==> config.mk <==
export PLATFORM = sky130hd
export DESIGN_NAME = radix_digit_emitter
export DESIGN_NICKNAME = d
export VERILOG_FILES = /design/src/rtl/rde_pkg.sv /design/src/rtl/rde_divider.sv /design/src/rtl/rde_digit_store.sv /design/src/rtl/radix_digit_emitter.sv
export SDC_FILE = /design/constraint.sdc
export NUM_CORES = 1
export LEC_CHECK = 0
export ABC_AREA = 1
export BUFFER_PORTS_ARGS = -buffer_cell sky130_fd_sc_hd__buf_2
export CAP_MARGIN = 20
export CORE_MARGIN = 4
export CORE_UTILIZATION = 52
export DETAILED_ROUTE_END_ITERATION = 8
export PLACE_DENSITY = 0.72
export SYNTH_ARGS = -nofsm -noshare
export SYNTH_HDL_FRONTEND = slang
export SYNTH_SLANG_ARGS = --single-unit
==> constraint.sdc <==
create_clock -name aclk -period 2.9 [get_ports aclk]
set_input_delay 0.58 -clock aclk [delete_from_list [all_inputs] [get_ports aclk]]
set_output_delay 0.58 -clock aclk [all_outputs]
set_load 0.01 [all_outputs]
==> src/rtl/rde_pkg.sv <==
// Shared types, constants and helper functions of the radix digit emitter.
package rde_pkg;

    // Value width taken from the request; higher bits are ignored
    localparam int VALUE_BITS  = 64;
    localparam int DIV_CNT_W   = $clog2(VALUE_BITS);
    localparam int STORE_DEPTH = 64;
    localparam int ADDR_W      = 6;
    localparam int COUNT_W     = 7;
    localparam int RADIX_W     = 5;
    localparam int DIGIT_W     = 4;
    localparam int CHAR_W      = 7;

    // Input and output stream widths
    localparam int S_TDATA_W = 72;
    localparam int M_TDATA_W = 8;

    // Sequencer states
    typedef enum logic [1:0] {
        ST_IDLE,
        ST_DIV,
        ST_RD,
        ST_OUT
    } state_t;

    // Control towards the serial divider
    typedef struct packed {
        logic start; // begin a new division pass
        logic load;  // take the dividend from the request, else keep the quotient
    } div_ctrl_t;

    // Status back from the serial divider
    typedef struct packed {
        logic               done;    // one-cycle mark: quotient and remainder final
        logic               nonzero; // quotient is not zero
        logic [DIGIT_W-1:0] rem;     // remainder, the new digit
    } div_stat_t;

    // Character tables
    localparam logic [CHAR_W-1:0] LOWER_DIGITS [16] = '{
        7'h30, 7'h31, 7'h32, 7'h33, 7'h34, 7'h35, 7'h36, 7'h37,
        7'h38, 7'h39, 7'h61, 7'h62, 7'h63, 7'h64, 7'h65, 7'h66
    };
    localparam logic [CHAR_W-1:0] UPPER_DIGITS [16] = '{
        7'h30, 7'h31, 7'h32, 7'h33, 7'h34, 7'h35, 7'h36, 7'h37,
        7'h38, 7'h39, 7'h41, 7'h42, 7'h43, 7'h44, 7'h45, 7'h46
    };

    // Bases below two count as two, above sixteen as sixteen
    function automatic logic [RADIX_W-1:0] clamp_radix(input logic [RADIX_W-1:0] r);
        logic [RADIX_W-1:0] res;
        res = r;
        if (r < RADIX_W'(2)) begin
            res = RADIX_W'(2);
        end else if (r > RADIX_W'(16)) begin
            res = RADIX_W'(16);
        end
        return res;
    endfunction

    // Digit to its ASCII character
    function automatic logic [CHAR_W-1:0] to_ascii(input logic [DIGIT_W-1:0] d,
                                                   input logic               up);
        return up ? UPPER_DIGITS[d] : LOWER_DIGITS[d];
    endfunction

endpackage

==> src/rtl/rde_divider.sv <==
// Bit-serial restoring divider: value by radix, one quotient bit per cycle.
module rde_divider (
    input  logic                                 aclk,
    input  logic                                 aresetn,
    input  rde_pkg::div_ctrl_t                   ctrl,
    input  logic [rde_pkg::VALUE_BITS-1:0]       dividend,
    input  logic [rde_pkg::RADIX_W-1:0]          radix,
    output rde_pkg::div_stat_t                   stat
);

    logic [rde_pkg::VALUE_BITS-1:0] q_reg, q_next;
    logic [rde_pkg::DIGIT_W-1:0]    rem_reg, rem_next;
    logic [rde_pkg::RADIX_W-1:0]    radix_reg, radix_next;
    logic [rde_pkg::DIV_CNT_W-1:0]  cnt_reg, cnt_next;
    logic                           busy_reg, busy_next;
    logic                           done_reg, done_next;
    logic                           nz_reg, nz_next;

    logic [rde_pkg::RADIX_W-1:0] trial;
    logic [rde_pkg::RADIX_W-1:0] diff;
    logic                        ge;

    // One shift-subtract step
    assign trial = {rem_reg, q_reg[rde_pkg::VALUE_BITS-1]};
    assign ge    = (trial >= radix_reg);
    assign diff  = ge ? (trial - radix_reg) : trial;

    // Next state of the shift registers and step counter
    always_comb begin
        q_next     = q_reg;
        rem_next   = rem_reg;
        radix_next = radix_reg;
        cnt_next   = cnt_reg;
        busy_next  = busy_reg;
        done_next  = 1'b0;
        nz_next    = nz_reg;
        if (ctrl.start) begin
            if (ctrl.load) begin
                q_next     = dividend;
                radix_next = radix;
            end
            rem_next  = '0;
            nz_next   = 1'b0;
            cnt_next  = rde_pkg::DIV_CNT_W'(rde_pkg::VALUE_BITS - 1);
            busy_next = 1'b1;
        end else if (busy_reg) begin
            q_next   = {q_reg[rde_pkg::VALUE_BITS-2:0], ge};
            rem_next = diff[rde_pkg::DIGIT_W-1:0];
            nz_next  = nz_reg | ge;
            cnt_next = cnt_reg - 1'b1;
            if (cnt_reg == '0) begin
                busy_next = 1'b0;
                done_next = 1'b1;
            end
        end
    end

    // Control registers
    always_ff @(posedge aclk) begin
        if (!aresetn) begin
            busy_reg <= 1'b0;
            done_reg <= 1'b0;
        end else begin
            busy_reg <= busy_next;
            done_reg <= done_next;
        end
    end

    // Datapath registers
    always_ff @(posedge aclk) begin
        q_reg     <= q_next;
        rem_reg   <= rem_next;
        radix_reg <= radix_next;
        cnt_reg   <= cnt_next;
        nz_reg    <= nz_next;
    end

    assign stat.done    = done_reg;
    assign stat.nonzero = nz_reg;
    assign stat.rem     = rem_reg;

endmodule

==> src/rtl/rde_digit_store.sv <==
// Digit store: 64 four-bit entries, one write and one registered read port.
module rde_digit_store (
    input  logic                             aclk,
    input  logic                             wr_en,
    input  logic [rde_pkg::ADDR_W-1:0]       wr_addr,
    input  logic [rde_pkg::DIGIT_W-1:0]      wr_data,
    input  logic [rde_pkg::ADDR_W-1:0]       rd_addr,
    output logic [rde_pkg::DIGIT_W-1:0]      rd_data
);

    logic [rde_pkg::DIGIT_W-1:0] mem [rde_pkg::STORE_DEPTH];
    logic [rde_pkg::DIGIT_W-1:0] rd_data_reg;

    // Write port
    always_ff @(posedge aclk) begin
        if (wr_en) begin
            mem[wr_addr] <= wr_data;
        end
    end

    // Registered read port
    always_ff @(posedge aclk) begin
        rd_data_reg <= mem[rd_addr];
    end

    assign rd_data = rd_data_reg;

endmodule

==> src/rtl/radix_digit_emitter.sv <==
// Top level: unsigned value to ASCII digits in radix 2 to 16, most significant first.
//
//  Channel  Direction  tdata (low bit up)                          tlast
//  s_       in         value[63:0], radix[68:64], upper_case[69]   -
//  m_       out        digit_char[6:0]                             last_digit
//
//  Each digit comes from one pass of the bit-serial divider; the digits then
//  go out through the store's registered read, ST_RD then ST_OUT, for
//  n = 1 to 64 digits.
//  One request is worked at a time; s_tready is high once the last digit
//  sits in the output register. aresetn is synchronous, active low; the
//  digit store needs no clearing. m_tready low holds the output register.
module radix_digit_emitter (
    input  logic                              aclk,
    input  logic                              aresetn,
    input  logic                              s_tvalid,
    output logic                              s_tready,
    input  logic [rde_pkg::S_TDATA_W-1:0]     s_tdata,  // value, radix, upper_case
    output logic                              m_tvalid,
    input  logic                              m_tready,
    output logic [rde_pkg::M_TDATA_W-1:0]     m_tdata,  // digit_char, zero pad
    output logic                              m_tlast   // last_digit
);

    rde_pkg::state_t state_reg, state_next;

    logic [rde_pkg::COUNT_W-1:0] count_reg, count_next;
    logic [rde_pkg::COUNT_W-1:0] idx_reg, idx_next;
    logic                        case_reg, case_next;
    logic                        m_valid_reg, m_valid_next;
    logic [rde_pkg::CHAR_W-1:0]  m_char_reg, m_char_next;
    logic                        m_last_reg, m_last_next;

    rde_pkg::div_ctrl_t          div_ctrl;
    rde_pkg::div_stat_t          div_stat;
    logic                        wr_en;
    logic [rde_pkg::ADDR_W-1:0]  rd_addr;
    logic [rde_pkg::DIGIT_W-1:0] rd_data;
    logic [rde_pkg::COUNT_W-1:0] count_inc;

    assign count_inc = count_reg + 1'b1;
    assign rd_addr   = rde_pkg::ADDR_W'(idx_reg - 1'b1);

    // Serial divider
    rde_divider u_div (
        .aclk     (aclk),
        .aresetn  (aresetn),
        .ctrl     (div_ctrl),
        .dividend (s_tdata[rde_pkg::VALUE_BITS-1:0]),
        .radix    (rde_pkg::clamp_radix(s_tdata[68:64])),
        .stat     (div_stat)
    );

    // Digit store
    rde_digit_store u_store (
        .aclk    (aclk),
        .wr_en   (wr_en),
        .wr_addr (count_reg[rde_pkg::ADDR_W-1:0]),
        .wr_data (div_stat.rem),
        .rd_addr (rd_addr),
        .rd_data (rd_data)
    );

    // Sequencer: next state and outputs
    always_comb begin
        state_next   = state_reg;
        count_next   = count_reg;
        idx_next     = idx_reg;
        case_next    = case_reg;
        m_valid_next = m_valid_reg;
        m_char_next  = m_char_reg;
        m_last_next  = m_last_reg;
        div_ctrl     = '0;
        wr_en        = 1'b0;
        s_tready     = 1'b0;

        if (m_valid_reg && m_tready) begin
            m_valid_next = 1'b0;
        end

        case (state_reg)
            rde_pkg::ST_IDLE: begin
                s_tready = 1'b1;
                if (s_tvalid) begin
                    div_ctrl.start = 1'b1;
                    div_ctrl.load  = 1'b1;
                    count_next     = '0;
                    case_next      = s_tdata[69];
                    state_next     = rde_pkg::ST_DIV;
                end
            end
            rde_pkg::ST_DIV: begin
                if (div_stat.done) begin
                    wr_en      = 1'b1;
                    count_next = count_inc;
                    if (div_stat.nonzero &&
                        (count_inc < rde_pkg::COUNT_W'(rde_pkg::STORE_DEPTH))) begin
                        div_ctrl.start = 1'b1;
                    end else begin
                        idx_next   = count_inc;
                        state_next = rde_pkg::ST_RD;
                    end
                end
            end
            rde_pkg::ST_RD: begin
                state_next = rde_pkg::ST_OUT;
            end
            rde_pkg::ST_OUT: begin
                if (!m_valid_reg || m_tready) begin
                    m_valid_next = 1'b1;
                    m_char_next  = rde_pkg::to_ascii(rd_data, case_reg);
                    m_last_next  = (idx_reg == rde_pkg::COUNT_W'(1));
                    idx_next     = idx_reg - 1'b1;
                    state_next   = (idx_reg == rde_pkg::COUNT_W'(1)) ?
                                   rde_pkg::ST_IDLE : rde_pkg::ST_RD;
                end
            end
            default: begin
                state_next = rde_pkg::ST_IDLE;
            end
        endcase
    end

    // Control registers
    always_ff @(posedge aclk) begin
        if (!aresetn) begin
            state_reg   <= rde_pkg::ST_IDLE;
            count_reg   <= '0;
            idx_reg     <= '0;
            m_valid_reg <= 1'b0;
        end else begin
            state_reg   <= state_next;
            count_reg   <= count_next;
            idx_reg     <= idx_next;
            m_valid_reg <= m_valid_next;
        end
    end

    // Payload registers
    always_ff @(posedge aclk) begin
        case_reg   <= case_next;
        m_char_reg <= m_char_next;
        m_last_reg <= m_last_next;
    end

    assign m_tvalid = m_valid_reg;
    assign m_tdata  = rde_pkg::M_TDATA_W'(m_char_reg);
    assign m_tlast  = m_last_reg;

    // Digit count stays within the store
    a_count_range: assert property (@(posedge aclk) disable iff (!aresetn)
        count_reg <= rde_pkg::COUNT_W'(rde_pkg::STORE_DEPTH))
        else $error("digit count beyond store depth");

    // Emission never runs with nothing left to send
    a_idx_nonzero: assert property (@(posedge aclk) disable iff (!aresetn)
        (state_reg == rde_pkg::ST_RD || state_reg == rde_pkg::ST_OUT) |-> (idx_reg != '0))
        else $error("emission with empty digit index");

    // A finished division only arrives while dividing
    a_done_in_div: assert property (@(posedge aclk) disable iff (!aresetn)
        div_stat.done |-> (state_reg == rde_pkg::ST_DIV))
        else $error("divider done outside division phase");

    // Last digit loaded returns the sequencer to idle
    a_last_idle: assert property (@(posedge aclk) disable iff (!aresetn)
        (state_reg == rde_pkg::ST_OUT && (!m_valid_reg || m_tready) &&
         idx_reg == rde_pkg::COUNT_W'(1)) |=> (state_reg == rde_pkg::ST_IDLE && m_tlast))
        else $error("last digit did not end the run");

endmodule
==> impl_metrics.csv, run 1 <==
group,metric,value,unit
critical_path,crit_family,"simple AND/OR/NAND/NOR gates",
detailed_routing,totalWireLength,35.4,mm
sta,rsz0062_at_grt,"no",
layout,nets,1817,
sta,slew_viol_final,0,
clock_tree,cts.clk_slew.worst_paths,60,ps
min_path,min_to,"case_reg$_DFFE_PP_",
detailed_routing,drt_iter0_markers,953,
global_routing,grt_max_degree,131,
clock_tree,cts_sinks,368,
layout,diodes,0,
power_and_ir_drop,swShare,31.3,%
global_routing,track_usage,20.6,%
power_and_ir_drop,irDropWorstVdd,0.508,mV
clock_tree,post-cts-setup-buffer-count,0,
clock_tree,clockBufferDepth,3,
critical_path,rrSetupSlack,280,ps
power_and_ir_drop,total_power,15.1,mW
power_and_ir_drop,combPwrFrac,24.2,%
power_and_ir_drop,power.share.clock,30.3,%
global_routing,grt-ovfl-total,0,
critical_path,critPathMaxStageDelay,530,ps
floorplanning,num_rows,64,
sta,finalHoldViolations,0,
logic_synthesis,postSynthCellCount,1663,
critical_path,setup.worst_path.start,"idx_reg[0]$_SDFFE_PN0P_",
place,place.gp.congestion,0.817,
logic_synthesis,synth_edf_count,334,
logic_synthesis,syn_avg_cell_area,9.79,µm²
power_and_ir_drop,p_int,10.3,mW
detailed_routing,wire_per_inst,16.5,µm
min_path,hp-start,"s_tdata[69]",
critical_path,reg2reg_to,"u_store.rd_data[1]$_DFF_P_",
layout,area_growth_syn_to_layout,11.6,%
power_and_ir_drop,switchingPower,4.72,mW
detailed_routing,drc,0,
power_and_ir_drop,seqPwrFrac,45.5,%
critical_path,endpoint_kind,"flip-flop",
critical_path,cp_max_fo,41,
floorplanning,coreArea,30700,µm²
global_routing,grt_pass1_vias,11100,
floorplanning,fp.dieW,185,µm
critical_path,path_common_cell,"nand3_1",
detailed_routing,postRouteAntennaNets,0,
floorplanning,dieArea,34200,µm²
sta,fmax,0.382,GHz
place,dp_hpwl,21.1,mm
logic_synthesis,ys_seq_area_share,65.8,%
layout,final_layout_size_suffix_gt1_share,10.6,%
logic_synthesis,ys_seq_elements,368,
status,outcome,"finished clean",
clock_tree,clkLatencyLatePin,520,ps
floorplanning,io_pins,87,
logic_synthesis,synth-main-ff-cell,"edfxtp_1",
critical_path,cp_slowest_cell,"dfxtp_4",
sta,tightest_slew,786,ps
clock_tree,ctsHoldBuffers,0,
critical_path,crit_required,3270,ps
logic_synthesis,yosys_warnings,0,
sta,slew_headroom,47.6,%
clock_tree,htree_levels,2,
clock_tree,cts-resized-gates,0,
critical_path,path_class,"flip-flop to flip-flop",
power_and_ir_drop,power_leakage,7.61,nW
min_path,hold_depth,1,
logic_synthesis,async_flop_share,0,%
sta,setup_viol,0,
logic_synthesis,syn_area,16300,µm²
logic_synthesis,synth_nets,1751,
critical_path,crit_path_start_kind,"flip-flop",
sta,fin_crit_sh,90.4,%
detailed_routing,vias,11400,
logic_synthesis,synth_cell_types,37,
critical_path,cp.arrival,3000,ps
sta,setup_tns,0,ps
detailed_routing,firstDrtPassIters,5,
critical_path,r2r_cells,10,
clock_tree,numCtsBuffers,38,
clock_tree,cts_tree,"yes",
floorplanning,initial_core_util,52.9,%
critical_path,crit_buf_inv,2,
floorplanning,fp.dieH,185,µm
power_and_ir_drop,p_per_area,829,nW/µm²
global_routing,antenna_found_initial,0,
global_routing,grt_first_pass_wirelength,56.1,mm
job,maxCapViolCount,0,
sta,clock_skew,22.6,ps
clock_tree,clockRootBuffer,"clkbuf_16",
sta,fin_crit,2620,ps
min_path,min_path_type,"input port to flip-flop",
critical_path,r2r-start,"idx_reg[0]$_SDFFE_PN0P_",
critical_path,crit_chain,"clkinv_2, ha_2, buf_4, nor2_1, o21ai_0, nand3_1, nand3_1, nand3_1, nand3_1, nand2_1",
detailed_routing,routed_via_density,5.30,
layout,largest_register_ffs,256,
place,portBuffers,83,
[power by group through the flow]
stage / clock, mW / combinational (mW) / sequential [mW]
global route: 4.88 / 4.04 / 6.90
global placement: 0 / 3.53 / 6.95
CTS: 4.64 / 3.64 / 6.86
finish: 4.56 / 3.64 / 6.86
detailed placement: 0 / 3.61 / 6.96
floorplan: 0 / 2.28 / 7.07
[worst max-delay path by stage]
stage                                       endpoint  cells past startpoint  slack (ps)
final                     u_store.rd_data[1]$_DFF_P_                     10         280
after floorplan             u_div.q_reg[0]$_DFFE_PP_                      7         350
after detailed placement  u_store.rd_data[1]$_DFF_P_                     10         360
after global routing      u_store.rd_data[1]$_DFF_P_                     10         120
after global placement    u_store.rd_data[1]$_DFF_P_                     10         380
after CTS                 u_store.rd_data[1]$_DFF_P_                     10         320
[area by class of cell]
type	instances	area, µm²
Timing Repair Buffer	101	576
Multi-Input combinational cell	1065	4640
Fill cell	2620	12600
Inverter	155	586
Sequential cell	368	10700
Clock inverter	21	148
Clock buffer	45	998
Tap cell	396	495
[synth_stat cells (2+ instances only)]
library cell | number | area (µm²)
inv_2 | 4 | 15.0
inv_1 | 149 | 559
xor2_2 | 2 | 32.5
buf_2 | 48 | 240
nand2_1 | 606 | 2270
xor2_1 | 7 | 61.3
edfxtp_1 | 334 | 10000
buf_1 | 3 | 11.3
nand3_2 | 2 | 20.0
nand4_1 | 10 | 62.6
clkbuf_1 | 21 | 78.8
nand2_2 | 11 | 68.8
nor2_1 | 150 | 563
o21ai_0 | 35 | 175
ha_1 | 11 | 138
nand3_1 | 184 | 921
xnor2_1 | 2 | 17.5
or2_2 | 3 | 18.8
nor3_1 | 11 | 55.1
dfxtp_1 | 34 | 681
a21oi_1 | 20 | 100
[metal layers]
metal	global-route usage [%]	share of wire [%]
met1	27.1	42
met2	34.1	47
met3	3.77	6.9
met4	8.13	3.6
met5	0	0
[per-stage QoR]
step / cells / hold WS (ps) / utilization [%] / area, µm² / setup slack [ps]
2_1_floorplan: 1663 / 453 / - / 16300 / 348
3_3_place_gp: 2085 / 476 / 55.3 / 17000 / 383
3_5_place_dp: 2085 / 476 / 55.3 / 17000 / 359
4_1_cts: 2151 / 221 / 59.0 / 18200 / 322
5_1_grt: 2151 / 218 / 59.0 / 18200 / 120
6_report: 2151 / 233 / 59.0 / 18200 / 279
[cells in the final DEF, fill, tap and decap left out, drive strengths merged, types with 9 or more instances in the layout]
cell      n
nand2   618
inv     155
nor2    152
clkbuf   45
nand4    10
clkinv   19
buf     101
a21oi    20
dfxtp    34
nand3   187
edfxtp  334
xor2      9
nor3     11
ha       11
o21ai    36
[cells by family (layout without fill, tap and decap cells)]
kind of cell             after synthesis  in the layout  synth area share, %
buffers and inverters                230            322                 5.83
flip-flops                           368            368                 65.8
AND/OR/NAND/NOR                      982            982                 24.8
adder cells (fa/ha/maj)               12             12                0.969
AO/OA/AOI/OAI                         59             59                 1.88
XOR/XNOR                              11             11                0.684
other                                  1              1               0.0230
No activity file was read; power rests on OpenSTA's default activity.
==> inputs of run 2 (changes only) <==
- SYNTH_HIERARCHICAL: not set -> 1
==> run 2 against run 1 <==
Against the previous run: die area shrank 1.0%; largest cell class unchanged; critical endpoint is now u_store/mem[51][0]$_DFFE_PP_; routed wire length shrank 1.7%; highest routed layer unchanged; clock power grew 1%; cell area shrank 0.35%; synthesized area shrank 1.1%; sequential cell count is the same; utilization grew 0.10 points.
==> impl_metrics.csv, run 2 <==
group,metric,value,unit
status,outcome,"finished clean",
place,place.gp.congestion,0.834,
clock_tree,cts-resized-gates,0,
clock_tree,ctsHoldBuffers,0,
floorplanning,dieArea,33800,µm²
power_and_ir_drop,power_leakage,7.18,nW
floorplanning,coreArea,30600,µm²
clock_tree,clkLatencyLatePin,510,ps
critical_path,cp_max_fo,11,
floorplanning,fp.dieW,184,µm
layout,diodes,0,
clock_tree,post-cts-setup-buffer-count,0,
global_routing,grt_max_degree,134,
sta,finalHoldViolations,0,
logic_synthesis,synth_top_area_share,62.3,%
sta,setup_viol,0,
critical_path,endpoint_kind,"flip-flop",
clock_tree,cts_tree,"yes",
power_and_ir_drop,swShare,31.3,%
logic_synthesis,ys_seq_elements,368,
layout,layout_commonest_cell,"nand2_1",
critical_path,critPathMaxStageDelay,670,ps
global_routing,grt_first_pass_wirelength,55.4,mm
logic_synthesis,synth.area.top_cells,"edfxtp_1 (62%), nand2_1 (14%), nand3_1 (7.8%), dfxtp_1 (4.2%), nor2_1 (2.3%)",
sta,setup_tns,0,ps
layout,design_area,18100,µm²
clock_tree,cts.clk_slew.worst_paths,60,ps
layout,mostFrequentLayoutCells,"nand2_1 (588), edfxtp_1 (334), nand3_1 (252)",
clock_tree,numCtsBuffers,38,
power_and_ir_drop,seqPwrFrac,45.0,%
sta,tightest_slew,748,ps
logic_synthesis,synth-main-ff-cell,"edfxtp_1",
critical_path,crit_path_start_kind,"flip-flop",
logic_synthesis,yosys_warnings,6,
logic_synthesis,postSynthCellCount,1560,
logic_synthesis,synth_largest_area_cell,"edfxtp_1",
critical_path,crit_buf_inv,3,
detailed_routing,drt_iter0_markers,1056,
logic_synthesis,syn_avg_cell_area,10.3,µm²
logic_synthesis,synth.most_common_cell,"nand2_1",
layout,multiInputGateArea,4610,µm²
layout,largest_register_ffs,256,
sta,fmax,0.418,GHz
layout,final_layout_size_suffix_gt1_share,12.4,%
sta,slew_headroom,49.7,%
floorplanning,io_pins,87,
power_and_ir_drop,p_int,10.6,mW
min_path,min_path_type,"input port to flip-flop",
sta,fin_crit,2390,ps
layout,utilization,59.2,%
detailed_routing,firstDrtPassIters,7,
clock_tree,clockBufferDepth,3,
sta,fin_crit_sh,82.4,%
clock_tree,cts_sinks,368,
layout,nets,1735,
power_and_ir_drop,switchingPower,4.84,mW
critical_path,crit_chain,"inv_1, nor2_4, nand2_1, inv_2, buf_4, nand4_1, nor4_1",
detailed_routing,drc,0,
clock_tree,clockRootBuffer,"clkbuf_16",
power_and_ir_drop,combPwrFrac,25.1,%
power_and_ir_drop,power.share.clock,29.9,%
detailed_routing,vias,11300,
logic_synthesis,synth_nets,1649,
layout,area_growth_syn_to_layout,12.4,%
logic_synthesis,synth_cell_types,38,
detailed_routing,totalWireLength,34.8,mm
global_routing,antenna_found_initial,0,
global_routing,grt-ovfl-total,0,
logic_synthesis,async_flop_share,0,%
layout,fillers,2493,
critical_path,crit_required,3040,ps
floorplanning,num_rows,64,
global_routing,grt_pass1_vias,11000,
critical_path,path_class,"flip-flop to flip-flop",
layout,regArea,10700,µm²
sta,clock_skew,14.1,ps
logic_synthesis,synth_common_cells,"nand2_1 (589), edfxtp_1 (334), nand3_1 (252)",
floorplanning,fp.dieH,184,µm
job,maxCapViolCount,0,
sta,slew_viol_final,0,
place,placed_area,16900,µm²
logic_synthesis,ys_seq_area_share,66.5,%
critical_path,cp.arrival,2530,ps
critical_path,crit_family,"simple AND/OR/NAND/NOR gates",
sta,rsz0062_at_grt,"no",
detailed_routing,wire_per_inst,16.8,µm
power_and_ir_drop,p_per_area,854,nW/µm²
place,dp_hpwl,21.1,mm
detailed_routing,routed_via_density,5.47,
logic_synthesis,synth_edf_count,334,
floorplanning,initial_core_util,52.6,%
place,portBuffers,83,
critical_path,cp_slowest_cell,"nor4_1",
logic_synthesis,syn_area,16100,µm²
clock_tree,htree_levels,2,
detailed_routing,postRouteAntennaNets,0,
global_routing,track_usage,20.3,%
power_and_ir_drop,total_power,15.4,mW
power_and_ir_drop,irDropWorstVdd,0.545,mV
==> run 2: changes by cell type after synthesis, moves of 6 or more <==
cell     before  now
buf_6         1   24
nand2_1     606  589
o21ai_0      35   13
nand3_1     184  252
inv_1       149   61
nor3_1       11    2
nor2_1      150   97
buf_4         1    8
nor4_1        0    8
o21ai_1       0    6
buf_2        48   20
==> run 2: cell type report <==
type / instances / share of cell area, %
tap: 396 / 2.74
clock buffer: 53 / 5.91
timing repair buffer: 125 / 4.52
multi-input combinational: 1044 / 25.5
clock inverter: 15 / 0.664
inverter: 69 / 1.45
sequential: 368 / 59.2
==> run 2: cell families (layout without fill, tap and decap cells) <==
kind of cell / Yosys count / count (layout) / synth area share, %
other cells: 1 / 1 / 0.0233
flops: 368 / 368 / 66.5
simple gates: 982 / 982 / 25.7
xor+xnor: 4 / 4 / 0.218
fa+ha+maj: 13 / 13 / 1.06
buf+inv: 148 / 262 / 4.94
compound gates: 44 / 44 / 1.52
==> run 2: through the flow <==
step	std cells	setup WS (ps)	hold WS, ps
floorplan	1560	163	434
global placement	2002	611	470
detailed placement	2002	566	489
CTS	2070	536	233
global route	2070	272	241
finish	2070	509	249
==> run 2: path summary, 6_finish.rpt <==
path | start | end | slack (ps) | cells past startpoint
hold reg to reg | u_div/nz_reg$_SDFFE_PP0P_ | u_div/nz_reg$_SDFFE_PP0P_ | 500 | 2
setup reg to reg | state_reg[0]$_SDFFE_PN0P_ | u_store/mem[51][0]$_DFFE_PP_ | 510 | 7
setup / recovery | state_reg[0]$_SDFFE_PN0P_ | u_store/mem[51][0]$_DFFE_PP_ | 510 | 7
hold / removal | s_tdata[69] | case_reg$_DFFE_PP_ | 250 | 1
==> run 2: power by group through the flow <==
stage	Sequential (mW)	Combinational [mW]	Clock, mW
after floorplan	7.27	2.44	0
after global placement	7.04	3.76	0
after detailed placement	7.05	3.85	0
after CTS	6.95	3.88	4.70
after global routing	6.98	4.37	4.94
final	6.95	3.88	4.61
==> run 2: worst register-to-register path, cell delays in order (launching register included) <==
cell and delay (ps):
dfxtp_1 350, inv_1 80, nor2_4 150, nand2_1 140, inv_2 160, buf_4 190, nand4_1 290, nor4_1 670
==> run 2: per-layer routing <==
| layer | routed length (µm) | up-vias | global-route usage (%) |
|---|---|---|---|
| met3 | 2490 | 95 | 3.15 |
| li1 | - | 5459 | - |
| met5 | 0 | - | 0 |
| met4 | 1100 | 0 | 6.51 |
| met2 | 16700 | 450 | 34.5 |
| met1 | 14500 | 5312 | 27.2 |
==> inputs of run 3 (changes only) <==
- ABC_AREA: 1 -> 0
- clock period: 2.9 -> 2.1 ns (I/O delays scaled with it)
==> run 3 against run 2 <==
Against the previous run: routed wire length is 1.5% lower; clock skew is 4.6 ps higher; clock power is 45% higher; fmax is 6.6% higher; the run now ends with setup timing left.
==> impl_metrics.csv, run 3 <==
group,metric,value,unit
clock_tree,cts_sinks,368,
critical_path,path_class,"flip-flop to flip-flop",
floorplanning,fp.dieW,181,µm
detailed_routing,postRouteAntennaNets,0,
status,outcome,"finished, violations left",
detailed_routing,totalWireLength,34.3,mm
power_and_ir_drop,irDropWorstVdd,0.755,mV
logic_synthesis,ys_seq_area_share,68.7,%
sta,fmax,0.446,GHz
logic_synthesis,synth_top_area_share,64.4,%
power_and_ir_drop,total_power,15.9,mW
clock_tree,htree_levels,2,
job,maxCapViolCount,0,
power_and_ir_drop,combPwrFrac,5.6,%
place,dp_cells,1453,
sta,fin_crit_sh,107,%
place,placed_area,17100,µm²
logic_synthesis,synth_largest_area_cell,"edfxtp_1",
detailed_routing,routed-wl-met2,17.0,mm
min_path,min_path_type,"input port to flip-flop",
logic_synthesis,synth_cell_types,78,
critical_path,crit_required,2480,ps
global_routing,grt_max_degree,67,
layout,mostFrequentLayoutCells,"edfxtp_1 (334), buf_4 (89), nor2_1 (88)",
power_and_ir_drop,power.share.clock,41.9,%
logic_synthesis,yosys_warnings,6,
logic_synthesis,synth.area.top_cells,"edfxtp_1 (64%), mux4_2 (6.6%), mux2_2 (4.6%), dfxtp_1 (4.4%), mux4_1 (3.2%)",
clock_tree,clkLatencyLatePin,520,ps
detailed_routing,highest_layer,"met4",
layout,nets,1216,
power_and_ir_drop,p_int,12.7,mW
logic_synthesis,syn_avg_cell_area,16.7,µm²
sta,slew_viol_final,0,
layout,final_layout_size_suffix_gt1_share,39.0,%
power_and_ir_drop,swShare,20.4,%
floorplanning,num_rows,63,
layout,largest_register_ffs,256,
power_and_ir_drop,switchingPower,3.26,mW
critical_path,cp_max_fo,16,
clock_tree,numCtsBuffers,39,
logic_synthesis,synth_edf_count,334,
clock_tree,clockRootBuffer,"clkbuf_16",
sta,fin_ws,-144,ps
place,dp_hpwl,20.9,mm
floorplanning,initial_core_util,52.6,%
floorplanning,io_pins,87,
detailed_routing,routed_via_density,5.80,
power_and_ir_drop,seqPwrFrac,52.5,%
layout,design_area,19000,µm²
power_and_ir_drop,p_per_area,841,nW/µm²
sta,fin_crit,2240,ps
layout,layout_commonest_cell,"edfxtp_1",
detailed_routing,drc,0,
floorplanning,coreArea,29600,µm²
clock_tree,cts.clk_slew.worst_paths,60,ps
clock_tree,clockBufferDepth,3,
floorplanning,dieArea,32800,µm²
global_routing,grt-ovfl-total,0,
detailed_routing,drt_iter0_markers,777,
logic_synthesis,synth_common_cells,"edfxtp_1 (334), nor2_1 (101), mux2_2 (64)",
global_routing,grt_pass1_vias,9134,
detailed_routing,routed-wl-met3,2.36,mm
logic_synthesis,syn_area,15600,µm²
sta,tightest_slew,674,ps
logic_synthesis,synth.most_common_cell,"edfxtp_1",
sta,setup_viol,43,
logic_synthesis,async_flop_share,0,%
detailed_routing,wire_per_inst,22.2,µm
detailed_routing,vias,8962,
logic_synthesis,postSynthCellCount,931,
floorplanning,fp.dieH,181,µm
status,violations,"setup timing",
clock_tree,cts_tree,"yes",
place,post-place-ws,-170,ps
global_routing,antenna_found_initial,0,
sta,rsz0062_at_grt,"yes",
critical_path,cp.arrival,2620,ps
layout,final_cells,1545,
sta,slew_headroom,55.1,%
logic_synthesis,ys_seq_elements,368,
power_and_ir_drop,power_leakage,6.72,nW
place,place.gp.congestion,0.810,
layout,area_growth_syn_to_layout,21.6,%
detailed_routing,m1WireLength,13.7,mm
critical_path,endpoint_kind,"flip-flop",
sta,finalHoldViolations,0,
logic_synthesis,synth_nets,1020,
sta,clock_skew,18.7,ps
critical_path,crit_path_start_kind,"flip-flop",
detailed_routing,firstDrtPassIters,6,
sta,hold-worst-slack,75.1,ps
layout,diodes,0,
global_routing,grt_first_pass_wirelength,52.1,mm
global_routing,track_usage,20.2,%
logic_synthesis,synth-main-ff-cell,"edfxtp_1",
place,portBuffers,83,
## run 3: cell count changes after synthesis, moves of 18 or more
| cell | previous run | this run |
|---|---|---|
| nand2_1 | 589 | 33 |
| nand3_1 | 252 | 16 |
| mux2_2 | 0 | 64 |
| mux4_2 | 0 | 46 |
| inv_1 | 61 | 21 |
| mux4_1 | 0 | 19 |
| buf_6 | 24 | 6 |
## run 3: through the flow
| step | TNS, ps | utilization (%) |
|---|---|---|
| floorplan | -31440 | - |
| global placement | -3370 | 57.5 |
| finish | -2340 | 64.0 |
| CTS | -3890 | 63.2 |
| global route | -5660 | 64.0 |
| detailed placement | -4800 | 57.5 |
## run 3: cells by family after synthesis
family	after synthesis	share of synthesized area (%)
compound gates	101	4.51
other cells	1	0.0241
simple gates	229	7.27
fa+ha+maj	13	1.09
mux	139	15.1
buf+inv	67	2.53
xor+xnor	13	0.731
flops	368	68.7
## run 3: what timing repair did
| item | 4_1_cts | 5_1_grt |
|---|---|---|
| setup buffers | 8 | 10 |
| cloned | 4 | 4 |
| pin swaps | 12 | 11 |
| resized for setup | 44 | 35 |
| setup endpoints to repair | 72 | 156 |
| hold buffers | 0 | 0 |
## run 3: power groups by stage
stage,sequential [mW],combinational (mW),clock (mW)
2_1_floorplan,8.63,0.414,0
3_3_place_gp,8.53,0.797,0
3_5_place_dp,8.53,0.832,0
4_1_cts,8.38,0.873,6.80
5_1_grt,8.39,0.981,7.16
6_report,8.38,0.889,6.68
## run 3: path summary, 6_finish.rpt
kind                                endpoint  slack (ps)  cells after the start                       from
hold reg to reg    u_div/nz_reg$_SDFFE_PP0P_         500                      2  u_div/nz_reg$_SDFFE_PP0P_
setup / recovery  u_store/rd_data[3]$_DFF_P_        -140                      6    idx_reg[0]$_SDFFE_PN0P_
setup reg to reg  u_store/rd_data[3]$_DFF_P_        -140                      6    idx_reg[0]$_SDFFE_PN0P_
hold / removal            case_reg$_DFFE_PP_          80                      1                s_tdata[69]
## run 3: layout make-up
type | instances | area (µm²)
Timing Repair Buffer | 200 | 1620
Clock buffer | 48 | 1030
Tap cell | 390 | 488
Multi-Input combinational cell | 496 | 4780
Fill cell | 2092 | 10700
Sequential cell | 368 | 10700
Inverter | 22 | 90.1
Clock inverter | 21 | 220
## run 3: worst max-delay path: stages (launching register included)
cell and delay (ps):
dfxtp_2 340, clkinv_4 50, buf_4 280, mux4_1 640, mux2i_1 340, mux4_2 340
o211ai_1 100
## run 3: per-layer routing
metal | vias to the layer above | track usage, %
met4 | 0 | 6.69
met3 | 83 | 3.72
met1 | 4461 | 27.2
met2 | 366 | 33.8
met5 | - | 0
li1 | 4052 | -
